**config.mk**
```make
export PLATFORM = sky130hd
export DESIGN_NAME = buh_ctrl
export DESIGN_NICKNAME = d
export VERILOG_FILES = /design/src/hw/rtl/buh_pkg.sv /design/src/hw/rtl/buh_ctrl.sv
export SDC_FILE = /design/constraint.sdc
export NUM_CORES = 1
export LEC_CHECK = 0
export ABC_CLOCK_PERIOD_IN_PS = 4970
export BUFFER_PORTS_ARGS = -buffer_cell sky130_fd_sc_hd__buf_4
export CORE_ASPECT_RATIO = 0.9
export CORE_UTILIZATION = 49
export CTS_BUF_LIST = sky130_fd_sc_hd__clkbuf_8
export CTS_CLUSTER_SIZE = 14
export DETAILED_ROUTE_END_ITERATION = 6
export PLACE_DENSITY_LB_ADDON = 0.2
export SETUP_SLACK_MARGIN = 0.3
export SLEW_MARGIN = 10
export SYNTH_ARGS = -nofsm -noshare
export SYNTH_HDL_FRONTEND = slang
export SYNTH_SLANG_ARGS = --single-unit
```
**constraint.sdc**
```tcl
create_clock -name clk -period 4.97 [get_ports clk]
set_clock_uncertainty 0.2 [all_clocks]
set_input_delay 0.2485 -clock clk [delete_from_list [all_inputs] [get_ports clk]]
set_output_delay 0.2485 -clock clk [all_outputs]
set_load 0.05 [all_outputs]
```
**src/hw/rtl/buh_pkg.sv**
```systemverilog
// Shared types and codes for the bounded undo/redo history block.
// Holds the command and response word layouts and the opcode, status and action codes.
// Depends on nothing; buh_ctrl and the top level import it.
package buh_pkg;

    typedef enum logic [2:0] {
        OP_PUSH  = 3'd0,
        OP_MERGE = 3'd1,
        OP_UNDO  = 3'd2,
        OP_REDO  = 3'd3,
        OP_CLEAR = 3'd4,
        OP_QUERY = 3'd5
    } op_t;

    typedef enum logic [1:0] {
        STS_OK           = 2'd0,
        STS_EMPTY_NAME   = 2'd1,
        STS_STACK_EMPTY  = 2'd2,
        STS_MERGE_REFUSE = 2'd3
    } status_t;

    typedef enum logic [1:0] {
        ACT_NONE = 2'd0,
        ACT_UNDO = 2'd1,
        ACT_REDO = 2'd2
    } action_t;

    typedef enum logic {
        ST_IDLE,
        ST_EXEC
    } seq_state_t;

    localparam int CFG_W   = 9;
    localparam int HDL_W   = 16;
    localparam int TAG_W   = 16;
    localparam int COUNT_W = 9;

    typedef struct packed {
        logic [2:0]       opcode;
        logic [TAG_W-1:0] name_tag;
        logic [HDL_W-1:0] undo_handle;
        logic [HDL_W-1:0] redo_handle;
    } cmd_word_t;

    typedef struct packed {
        logic [1:0]         status;
        logic [1:0]         action;
        logic [HDL_W-1:0]   run_handle;
        logic [COUNT_W-1:0] undo_count;
        logic [COUNT_W-1:0] redo_count;
        logic [TAG_W-1:0]   top_tag;
    } rsp_word_t;

endpackage

```
**src/hw/rtl/buh_ctrl.sv**
```systemverilog
// Command sequencer of the history: pointers, cached top tag, store accesses and response register.
// Depends on buh_pkg; drives the ports of buh_mem.
module buh_ctrl #(
    parameter int MAX_DEPTH = 256,
    parameter int TAG_BITS  = 16
) (
    input  logic                                clk,
    input  logic                                rst_n,
    input  logic                                cmd_valid,
    output logic                                cmd_ready,
    input  buh_pkg::cmd_word_t                  cmd,
    output logic                                rsp_valid,
    input  logic                                rsp_ready,
    output buh_pkg::rsp_word_t                  rsp,
    input  logic [$clog2(MAX_DEPTH+1)-1:0]      limit,
    output logic                                rd_en,
    output logic [$clog2(MAX_DEPTH)-1:0]        raddr_a,
    output logic [$clog2(MAX_DEPTH)-1:0]        raddr_b,
    input  logic [((TAG_BITS < 16) ? TAG_BITS : 16)+31:0] rdata_a,
    input  logic [((TAG_BITS < 16) ? TAG_BITS : 16)+31:0] rdata_b,
    output logic                                we,
    output logic [$clog2(MAX_DEPTH)-1:0]        waddr,
    output logic [((TAG_BITS < 16) ? TAG_BITS : 16)+31:0] wdata
);
    import buh_pkg::*;

    localparam int AW   = $clog2(MAX_DEPTH);
    localparam int CW   = $clog2(MAX_DEPTH + 1);
    localparam int SW   = CW + 1;
    localparam int TB   = (TAG_BITS < 16) ? TAG_BITS : 16;
    localparam int EW   = TB + 32;
    localparam int OW   = (CW > COUNT_W) ? CW : COUNT_W;

    // Physical slot of logical position k counted from base; k never exceeds the depth.
    function automatic logic [AW-1:0] slot(input logic [AW-1:0] base, input logic [CW-1:0] k);
        logic [SW-1:0] s;
        s = SW'(base) + SW'(k);
        if (s >= SW'(MAX_DEPTH))
        begin
            s = s - SW'(MAX_DEPTH);
        end
        return s[AW-1:0];
    endfunction

    seq_state_t state_reg;
    seq_state_t state_next;

    logic [AW-1:0] oldest_reg;
    logic [AW-1:0] oldest_next;
    logic [CW-1:0] undo_reg;
    logic [CW-1:0] undo_next;
    logic [CW-1:0] redo_reg;
    logic [CW-1:0] redo_next;
    logic [TB-1:0] top_reg;
    logic [TB-1:0] top_next;

    logic [2:0]       op_reg;
    logic [TB-1:0]    tag_reg;
    logic [HDL_W-1:0] uh_reg;
    logic [HDL_W-1:0] rh_reg;

    rsp_word_t rsp_reg;
    rsp_word_t rsp_next;
    logic      rsp_valid_reg;

    logic accept;
    logic commit;

    logic [CW-1:0] undo_m1;
    logic [CW-1:0] undo_m2;

    logic          push_full;
    logic [AW-1:0] push_o1;
    logic [CW-1:0] push_u1;
    logic [CW-1:0] push_u2;
    logic          push_evict;

    logic [HDL_W-1:0] handle;
    logic [OW-1:0]    undo_ext;
    logic [OW-1:0]    redo_ext;

    // Sequencer: next state.
    always_comb
    begin
        state_next = state_reg;
        unique case (state_reg)
            ST_IDLE:
            begin
                if (cmd_valid)
                begin
                    state_next = ST_EXEC;
                end
            end
            ST_EXEC:
            begin
                if (!rsp_valid_reg || rsp_ready)
                begin
                    state_next = ST_IDLE;
                end
            end
            default:
            begin
                state_next = ST_IDLE;
            end
        endcase
    end

    // Sequencer: outputs.
    always_comb
    begin
        cmd_ready = 1'b0;
        commit    = 1'b0;
        unique case (state_reg)
            ST_IDLE:
            begin
                cmd_ready = 1'b1;
            end
            ST_EXEC:
            begin
                commit = !rsp_valid_reg || rsp_ready;
            end
            default:
            begin
                cmd_ready = 1'b0;
            end
        endcase
    end

    assign accept = cmd_valid && cmd_ready;

    assign undo_m1 = (undo_reg == '0) ? '0 : undo_reg - CW'(1);
    assign undo_m2 = (undo_reg < CW'(2)) ? '0 : undo_reg - CW'(2);

    // The store is read when the word is taken, so the data is ready in the execute cycle.
    assign rd_en   = accept;
    assign raddr_a = (cmd.opcode == OP_REDO) ? slot(oldest_reg, undo_reg)
                                             : slot(oldest_reg, undo_m1);
    assign raddr_b = slot(oldest_reg, undo_m2);

    // Push: make room when the store is full, write, then trim to the limit.
    assign push_full  = undo_reg >= CW'(MAX_DEPTH);
    assign push_o1    = push_full ? slot(oldest_reg, CW'(1)) : oldest_reg;
    assign push_u1    = push_full ? undo_reg - CW'(1) : undo_reg;
    assign push_u2    = push_u1 + CW'(1);
    assign push_evict = push_u2 > limit;

    always_comb
    begin
        oldest_next = oldest_reg;
        undo_next   = undo_reg;
        redo_next   = redo_reg;
        top_next    = top_reg;
        we          = 1'b0;
        waddr       = slot(oldest_reg, undo_m1);
        wdata       = {rdata_a[EW-1:32], rdata_a[31:16], rh_reg};
        handle      = '0;
        rsp_next.status = STS_OK;
        rsp_next.action = ACT_NONE;
        unique case (op_reg)
            OP_PUSH:
            begin
                if (tag_reg == '0)
                begin
                    rsp_next.status = STS_EMPTY_NAME;
                end
                else
                begin
                    we          = 1'b1;
                    waddr       = slot(push_o1, push_u1);
                    wdata       = {tag_reg, uh_reg, rh_reg};
                    oldest_next = push_evict ? slot(push_o1, CW'(1)) : push_o1;
                    undo_next   = push_evict ? push_u1 : push_u2;
                    redo_next   = '0;
                    top_next    = tag_reg;
                end
            end
            OP_MERGE:
            begin
                if (tag_reg == '0)
                begin
                    rsp_next.status = STS_EMPTY_NAME;
                end
                else if (undo_reg == '0 || redo_reg != '0 || top_reg != tag_reg)
                begin
                    rsp_next.status = STS_MERGE_REFUSE;
                end
                else
                begin
                    we = 1'b1;
                end
            end
            OP_UNDO:
            begin
                if (undo_reg == '0)
                begin
                    rsp_next.status = STS_STACK_EMPTY;
                end
                else
                begin
                    handle    = rdata_a[31:16];
                    undo_next = undo_m1;
                    redo_next = redo_reg + CW'(1);
                    top_next  = (undo_reg < CW'(2)) ? '0 : rdata_b[EW-1:32];
                    if (handle != '0)
                    begin
                        rsp_next.action = ACT_UNDO;
                    end
                end
            end
            OP_REDO:
            begin
                if (redo_reg == '0)
                begin
                    rsp_next.status = STS_STACK_EMPTY;
                end
                else
                begin
                    handle    = rdata_a[15:0];
                    undo_next = undo_reg + CW'(1);
                    redo_next = redo_reg - CW'(1);
                    top_next  = rdata_a[EW-1:32];
                    if (handle != '0)
                    begin
                        rsp_next.action = ACT_REDO;
                    end
                end
            end
            OP_CLEAR:
            begin
                undo_next = '0;
                redo_next = '0;
                top_next  = '0;
            end
            default:
            begin
                top_next = top_reg;
            end
        endcase
        we = we && commit;
        undo_ext = OW'(undo_next);
        redo_ext = OW'(redo_next);
        rsp_next.run_handle = handle;
        rsp_next.undo_count = undo_ext[COUNT_W-1:0];
        rsp_next.redo_count = redo_ext[COUNT_W-1:0];
        rsp_next.top_tag    = TAG_W'(top_next);
    end

    always_ff @(posedge clk or negedge rst_n)
    begin
        if (!rst_n)
        begin
            state_reg     <= ST_IDLE;
            oldest_reg    <= '0;
            undo_reg      <= '0;
            redo_reg      <= '0;
            top_reg       <= '0;
            rsp_valid_reg <= 1'b0;
        end
        else
        begin
            state_reg <= state_next;
            if (commit)
            begin
                oldest_reg    <= oldest_next;
                undo_reg      <= undo_next;
                redo_reg      <= redo_next;
                top_reg       <= top_next;
                rsp_valid_reg <= 1'b1;
            end
            else if (rsp_ready)
            begin
                rsp_valid_reg <= 1'b0;
            end
        end
    end

    always_ff @(posedge clk)
    begin
        if (accept)
        begin
            op_reg  <= cmd.opcode;
            tag_reg <= cmd.name_tag[TB-1:0];
            uh_reg  <= cmd.undo_handle;
            rh_reg  <= cmd.redo_handle;
        end
        if (commit)
        begin
            rsp_reg <= rsp_next;
        end
    end

    assign rsp_valid = rsp_valid_reg;
    assign rsp       = rsp_reg;

endmodule

```
==> out/metrics.csv, run 1 <==
metric,value,unit
fraction of registers with async set or reset after synthesis,29.5,%
PortBufs,257,
proportion of power drawn by the clock network,11.2,%
drt first pass iters,6,
Yosys top cell by area,edfxtp_1,
number of diodes,0,
Crit. Startpoint,undo_reg[1]$_DFFE_PN0P_,
DR DRC count,0,
total grt overflow,0,
Final GP Congestion,0.945,
wire per inst,19.8,um
Die W,149,um
post-synth cell types,76,
Mean Syn Cell Area,9.54,um^2
r2r setup slk,0.42,ns
switching share of total power,52.8,%
Ports,290,
Worst EP required,4.96,ns
"Reg clk slew, reported paths",0.10,ns
"flops & latches, synth",149,
number of synthesized flops with an enable pin,105,
sequential power share,24.2,%
syn_nets,1208,
final cell count without fillers,1637,
Final min period,4.55,ns
list of most frequent post-synthesis cells,"nand2_1 (197), edfxtp_1 (105), xnor2_1 (65)",
CTS tree,built,
worst hold path class,input pin to flip-flop,
P_sw,4.62,mW
register area share after synthesis,44.7,%
final net count,1590,
largest net degree at the start of global routing,62,
max FFs per register,54,
vias in the first global route,9234,
Max-Cap Viols,0,
Least-Margin Pin Slew,0.874,ns
DP HPWL,21.5,mm
critical path type,flip-flop to flip-flop,
max_slew headroom,40.1,%
"Hold Vio Cnt, Final",0,
Total Wirelength,32.5,mm
PwrDens,646,nW/um^2
critical path peak fanout,13,
layout cells sized above 1,27.3,%
Hold EP,top_reg[3]$_DFFE_PN0P_,
die height,134,um
Area contributors post-synth,"edfxtp_1 (33%), dfrtp_1 (12%), nand2_1 (7.8%)",
dpl cells,1478,
Synth top area share,33.1,%
# setup viols final,0,
status,completed,
Logic pwr share,64.5,%
fin crit share,91.5,%
setup_tns,0,ns
"Slew Viols, Final",0,
first-pass GRT wire length,49.7,mm
initial antenna violation count,0,
Routed Antenna Nets,0,
num rows,47,
Hold Path Depth,3,
CP arrival,4.54,ns
Skew-Pair Late Insertion Delay,0.47,ns
CTS Sinks,149,
Post-synth top flop,edfxtp_1,
crit path launch type,flip-flop,
cts bufs inserted,17,
RSZ-0062 raised after global routing,no,
endpoint class of the critical path,flip-flop,
initial core utilization,50.9,%
most common cell in the netlist,nand2_1,
Hold Startpoint,rdata_b[35],
Lkg Pwr,6.02,nW
CTS Buffer Depth,2,
internal power,4.13,mW
peak supply drop,0.764,mV
Syn Inst Count,997,
Worst R2R End,rsp[27]$_DFFE_PP_,
Mapped Area,9510,um^2
H-tree depth,4,
core area,18700,um^2
Crit Reg-Reg Startpoint,undo_reg[1]$_DFFE_PN0P_,
total track usage,32.6,%
synth warn,0,
DIE AREA,20000,um^2
Via density,5.87,
vias,9605,
f_max,220,MHz
area growth from synthesis to layout,42.3,%
clock root cell,clkbuf_8,
R2R cell count,17,
Iteration-0 DRC Markers,959,
[kinds of logic after synthesis]
logic type / after synthesis / share of synthesized area, %
XOR/XNOR: 86 / 7.92
buffers and inverters: 85 / 3.54
AND/OR/NAND/NOR: 393 / 19.6
AO/OA/AOI/OAI: 220 / 15.7
multiplexers: 13 / 1.47
flip-flops: 149 / 44.7
adder cells (fa/ha/maj): 51 / 7.02
[how the worst max path moves through the flow]
| stage | endpoint | slack, ns |
|---|---|---|
| 3_5_place_dp | rsp[27]$_DFFE_PP_ | 0.17 |
| 6_report | rsp[27]$_DFFE_PP_ | 0.42 |
| 3_3_place_gp | rsp[26]$_DFFE_PP_ | 0.30 |
| 5_1_grt | rsp[27]$_DFFE_PP_ | 0.25 |
| 2_1_floorplan | rsp[26]$_DFFE_PP_ | 0.36 |
| 4_1_cts | waddr[6] | 0.32 |
[placed cells by master, fill, tap and decap left out, types with 15 or more instances in the layout]
master,count
dlygate4sd3_1,114
xor2_1,20
a22o_1,21
ha_1,44
o21ai_0,59
nor2_1,58
nand3_1,15
nor4_1,16
nand2_1,197
clkbuf_8,17
edfxtp_1,105
inv_1,30
a21oi_1,38
dfrtp_1,44
nor3_1,20
xnor2_1,65
buf_4,294
[cell type report]
type                       instances  area, um^2
timing repair buffer             412        3390
fill                            1351        5160
multi-input combinational        763        5050
tap                              245         307
sequential                       149        4250
inverter                          36         143
clock inverter                    15         164
clock buffer                      17         234
[per-layer routing]
layer / wire length, um / track usage (%) / vias to the layer above
met5: 0 / 0 / -
met4: 900 / 12.4 / 0
met3: 2620 / 5.54 / 80
met2: 15600 / 52.5 / 530
met1: 13300 / 43.9 / 4595
li1: - / - / 4400
[critical path: stages (launching register included)]
cell,delay [ns]
dfrtp_1,0.43
inv_4,0.12
ha_1,0.17
a21bo_2,0.25
or3_1,0.39
a211oi_2,0.28
nand3_2,0.17
nor2_1,0.18
xnor2_1,0.10
ha_1,0.21
or4_1,0.44
a221oi_2,0.21
o31a_1,0.26
nor3_2,0.12
buf_6,0.20
o211a_1,0.24
nor2_1,0.13
o21ai_0,0.16
[metrics by stage]
| stage | worst slack, ns | util, % | instance area (um^2) | hold WS, ns | power [mW] |
|---|---|---|---|---|---|
| final | 0.421 | 72.4 | 13500 | 0.0375 | 8.75 |
| after global routing | 0.248 | 72.4 | 13500 | 0.0266 | 9.17 |
| after CTS | 0.316 | 71.3 | 13300 | 0.0155 | 8.50 |
| after detailed placement | 0.174 | 63.0 | 11800 | 0.125 | 7.38 |
| after global placement | 0.300 | 63.0 | 11800 | 0.126 | 7.32 |
| after floorplan | 0.355 | - | 9520 | -0.247 | 5.76 |
[power groups by stage]
stage | clock [mW] | combinational (mW) | sequential (mW)
6_report | 0.981 | 5.65 | 2.12
3_5_place_dp | 0 | 5.27 | 2.11
3_3_place_gp | 0 | 5.22 | 2.11
5_1_grt | 1.04 | 5.98 | 2.16
4_1_cts | 0.977 | 5.43 | 2.09
2_1_floorplan | 0 | 3.02 | 2.74
[repair_timing]
item,CTS,global route
setup buffers,0,13
pin swaps,1,9
setup endpoints to repair,19,25
hold endpoints to repair,141,0
gates resized for setup,9,27
gates cloned,0,0
hold buffers,114,0
Power figures use the tool's default switching activity.
==> run 2: changes to the inputs <==
--- a/config.mk
+++ b/config.mk
@@ -7,7 +7,6 @@
 export LEC_CHECK = 0
 export ABC_CLOCK_PERIOD_IN_PS = 4970
 export BUFFER_PORTS_ARGS = -buffer_cell sky130_fd_sc_hd__buf_4
-export CORE_ASPECT_RATIO = 0.9
 export CORE_UTILIZATION = 49
 export CTS_BUF_LIST = sky130_fd_sc_hd__clkbuf_8
 export CTS_CLUSTER_SIZE = 14
==> out/metrics.csv, run 2 (synthesis gave the netlist of run 1 again) <==
metric,value,unit,change
endpoint class of the critical path,output port,,
clock root cell,clkbuf_8,,
Least-Margin Pin Slew,1.18,ns,+0.302 ns
area growth from synthesis to layout,43.6,%,
"commonest non-fill, non-tap cell in the layout",buf_4,,
PwrDens,647,nW/um^2,+0.13%
DIE AREA,20000,um^2,about the same
peak supply drop,0.704,mV,-7.9%
vias,9794,,+2.0%
setup_tns,0,ns,unchanged
critical-path cell list,inv_4 -> ha_4 -> or3b_4 -> or3_4 -> nor2_8 -> inv_8 -> ha_4 -> ha_2 -> a21o_1 -> a21oi_2 -> a21oi_2 -> o41ai_2 -> xnor2_1 -> nor2_1 -> a21oi_2 -> buf_6,,
Skew-Pair Late Insertion Delay,0.49,ns,+0.02 ns
initial core utilization,50.4,%,-0.52 points
number of diodes,0,,unchanged
CP top delay family,simple AND/OR/NAND/NOR gates,,
Most common cell on crit path,a21oi_2,,
Final GP Congestion,0.970,,+2.6%
layout cells sized above 1,27.8,%,+0.49 points
PortBufs,257,,unchanged
core area,18900,um^2,+1.0%
Hold Worst Slack,0.0316,ns,-0.00592 ns
Ports,290,,unchanged
"Slew Viols, Final",0,,unchanged
H-tree depth,4,,unchanged
Worst path slowest cell,dfrtp_1,,
drt first pass iters,7,,+1
DP HPWL,22.1,mm,+2.6%
post-layout power,8.84,mW,+1.0%
max FFs per register,54,,unchanged
status,finished with violations,,
Final min period,4.60,ns,+0.0538 ns
num rows,50,,+6.4%
Worst EP required,4.52,ns,-0.44 ns
CTS Sinks,149,,unchanged
initial antenna violation count,0,,unchanged
total track usage,33.2,%,+0.58 points
worst hold path class,input pin to flip-flop,,
CP max stage delay,0.43,ns,about the same
CP arrival,4.15,ns,-0.39 ns
dpl cells,1492,,+0.95%
Lkg Pwr,6.06,nW,+0.71%
"Reg clk slew, reported paths",0.09,ns,about the same
# setup viols final,0,,unchanged
Max-Cap Viols,0,,unchanged
Die W,141,um,-5.1%
Total Wirelength,33.5,mm,+3.1%
final net count,1598,,+0.50%
critical path type,flip-flop to output port,,
final cell count without fillers,1660,,+1.4%
largest net degree at the start of global routing,55,,-11%
wire per inst,20.2,um,+1.7%
die height,141,um,+5.3%
f_max,217,MHz,-1.2%
max_slew headroom,21.6,%,-18 points
fin crit share,92.6,%,+1.1 points
total grt overflow,0,,unchanged
first-pass GRT wire length,50.3,mm,+1.3%
Via density,5.90,,+0.55%
crit path launch type,flip-flop,,
failing checks,design-rule violations,,
CP Buf/Inv Count,3,,+1
Iteration-0 DRC Markers,1053,,+9.8%
cts bufs inserted,17,,unchanged
fill cell count,1344,,-0.52%
Routed Antenna Nets,0,,unchanged
critical path peak fanout,6,,-7
DR DRC count,1,,+1
"Hold Vio Cnt, Final",0,,unchanged
CTS tree,built,,
CTS Buffer Depth,2,,unchanged
vias in the first global route,9345,,+1.2%
most frequent cells in the layout,"buf_4 (300), nand2_1 (197), dlygate4sd3_1 (116)",,
RSZ-0062 raised after global routing,yes,,
-- run 2: cell count changes in the layout (fill, tap and decap cells not counted), moves of 3 or more --
cell	change
inv_6	-5
clkinv_4	-3
buf_4	+6
inv_8	+4
clkinv_8	+4
-- run 2: final timing paths --
kind,start,endpoint,slack [ns],cells past startpoint
worst max-delay path,undo_reg[1]$_DFFE_PN0P_,waddr[7],0.37,16
worst min-delay path,rdata_b[36],top_reg[4]$_DFFE_PN0P_,0.03,3
worst max register to register,undo_reg[1]$_DFFE_PN0P_,rsp[27]$_DFFE_PP_,0.42,17
worst min register to register,top_reg[5]$_DFFE_PN0P_,top_reg[5]$_DFFE_PN0P_,0.34,2
max in group asynchronous,rst_n,undo_reg[3]$_DFFE_PN0P_,3.98,2
min in group asynchronous,rst_n,undo_reg[2]$_DFFE_PN0P_,0.14,2
-- run 2: power breakdown --
| group | switching, mW | internal [mW] |
|---|---|---|
| Combinational | 3.79 | 1.94 |
| Clock | 0.597 | 0.387 |
| Sequential | 0.312 | 1.81 |
| Total | 4.70 | 4.14 |
-- run 2: per-stage QoR --
step	utilization, %	cell area (um^2)	worst slack (ns)
2_1_floorplan	-	9520	0.355
3_3_place_gp	62.4	11800	0.215
3_5_place_dp	62.4	11800	0.153
4_1_cts	71.0	13400	0.315
5_1_grt	72.3	13700	0.206
6_report	72.3	13700	0.367
-- run 2: worst min-delay path, cell delays in order --
cell and delay, ns:
buf_4 0.08, a221o_1 0.20, a22o_1 0.15
-- run 2: per-layer routing --
layer,GRT usage [%],vias up,wire length [um]
met5,0,-,0
met4,14.4,0,1330
met3,7.22,105,3030
met2,53.8,611,16100
met1,42.8,4678,13000
li1,-,4400,-
-- run 2: area by class of cell --
cell class	instances	area, um^2	area share (%)
multi-input combinational	763	5060	37.1
tap	260	325	2.38
sequential	149	4260	31.1
clock inverter	15	181	1.33
inverter	36	145	1.06
clock buffer	17	234	1.71
timing repair buffer	420	3460	25.3
-- run 2: timing repair --
action                                  CTS  global route
endpoints found under the setup margin   17            24
hold buffers                            116             0
hold endpoints to repair                142             0
buffers inserted                          2            18
resized for setup                        10            29
pin swaps                                 4            15
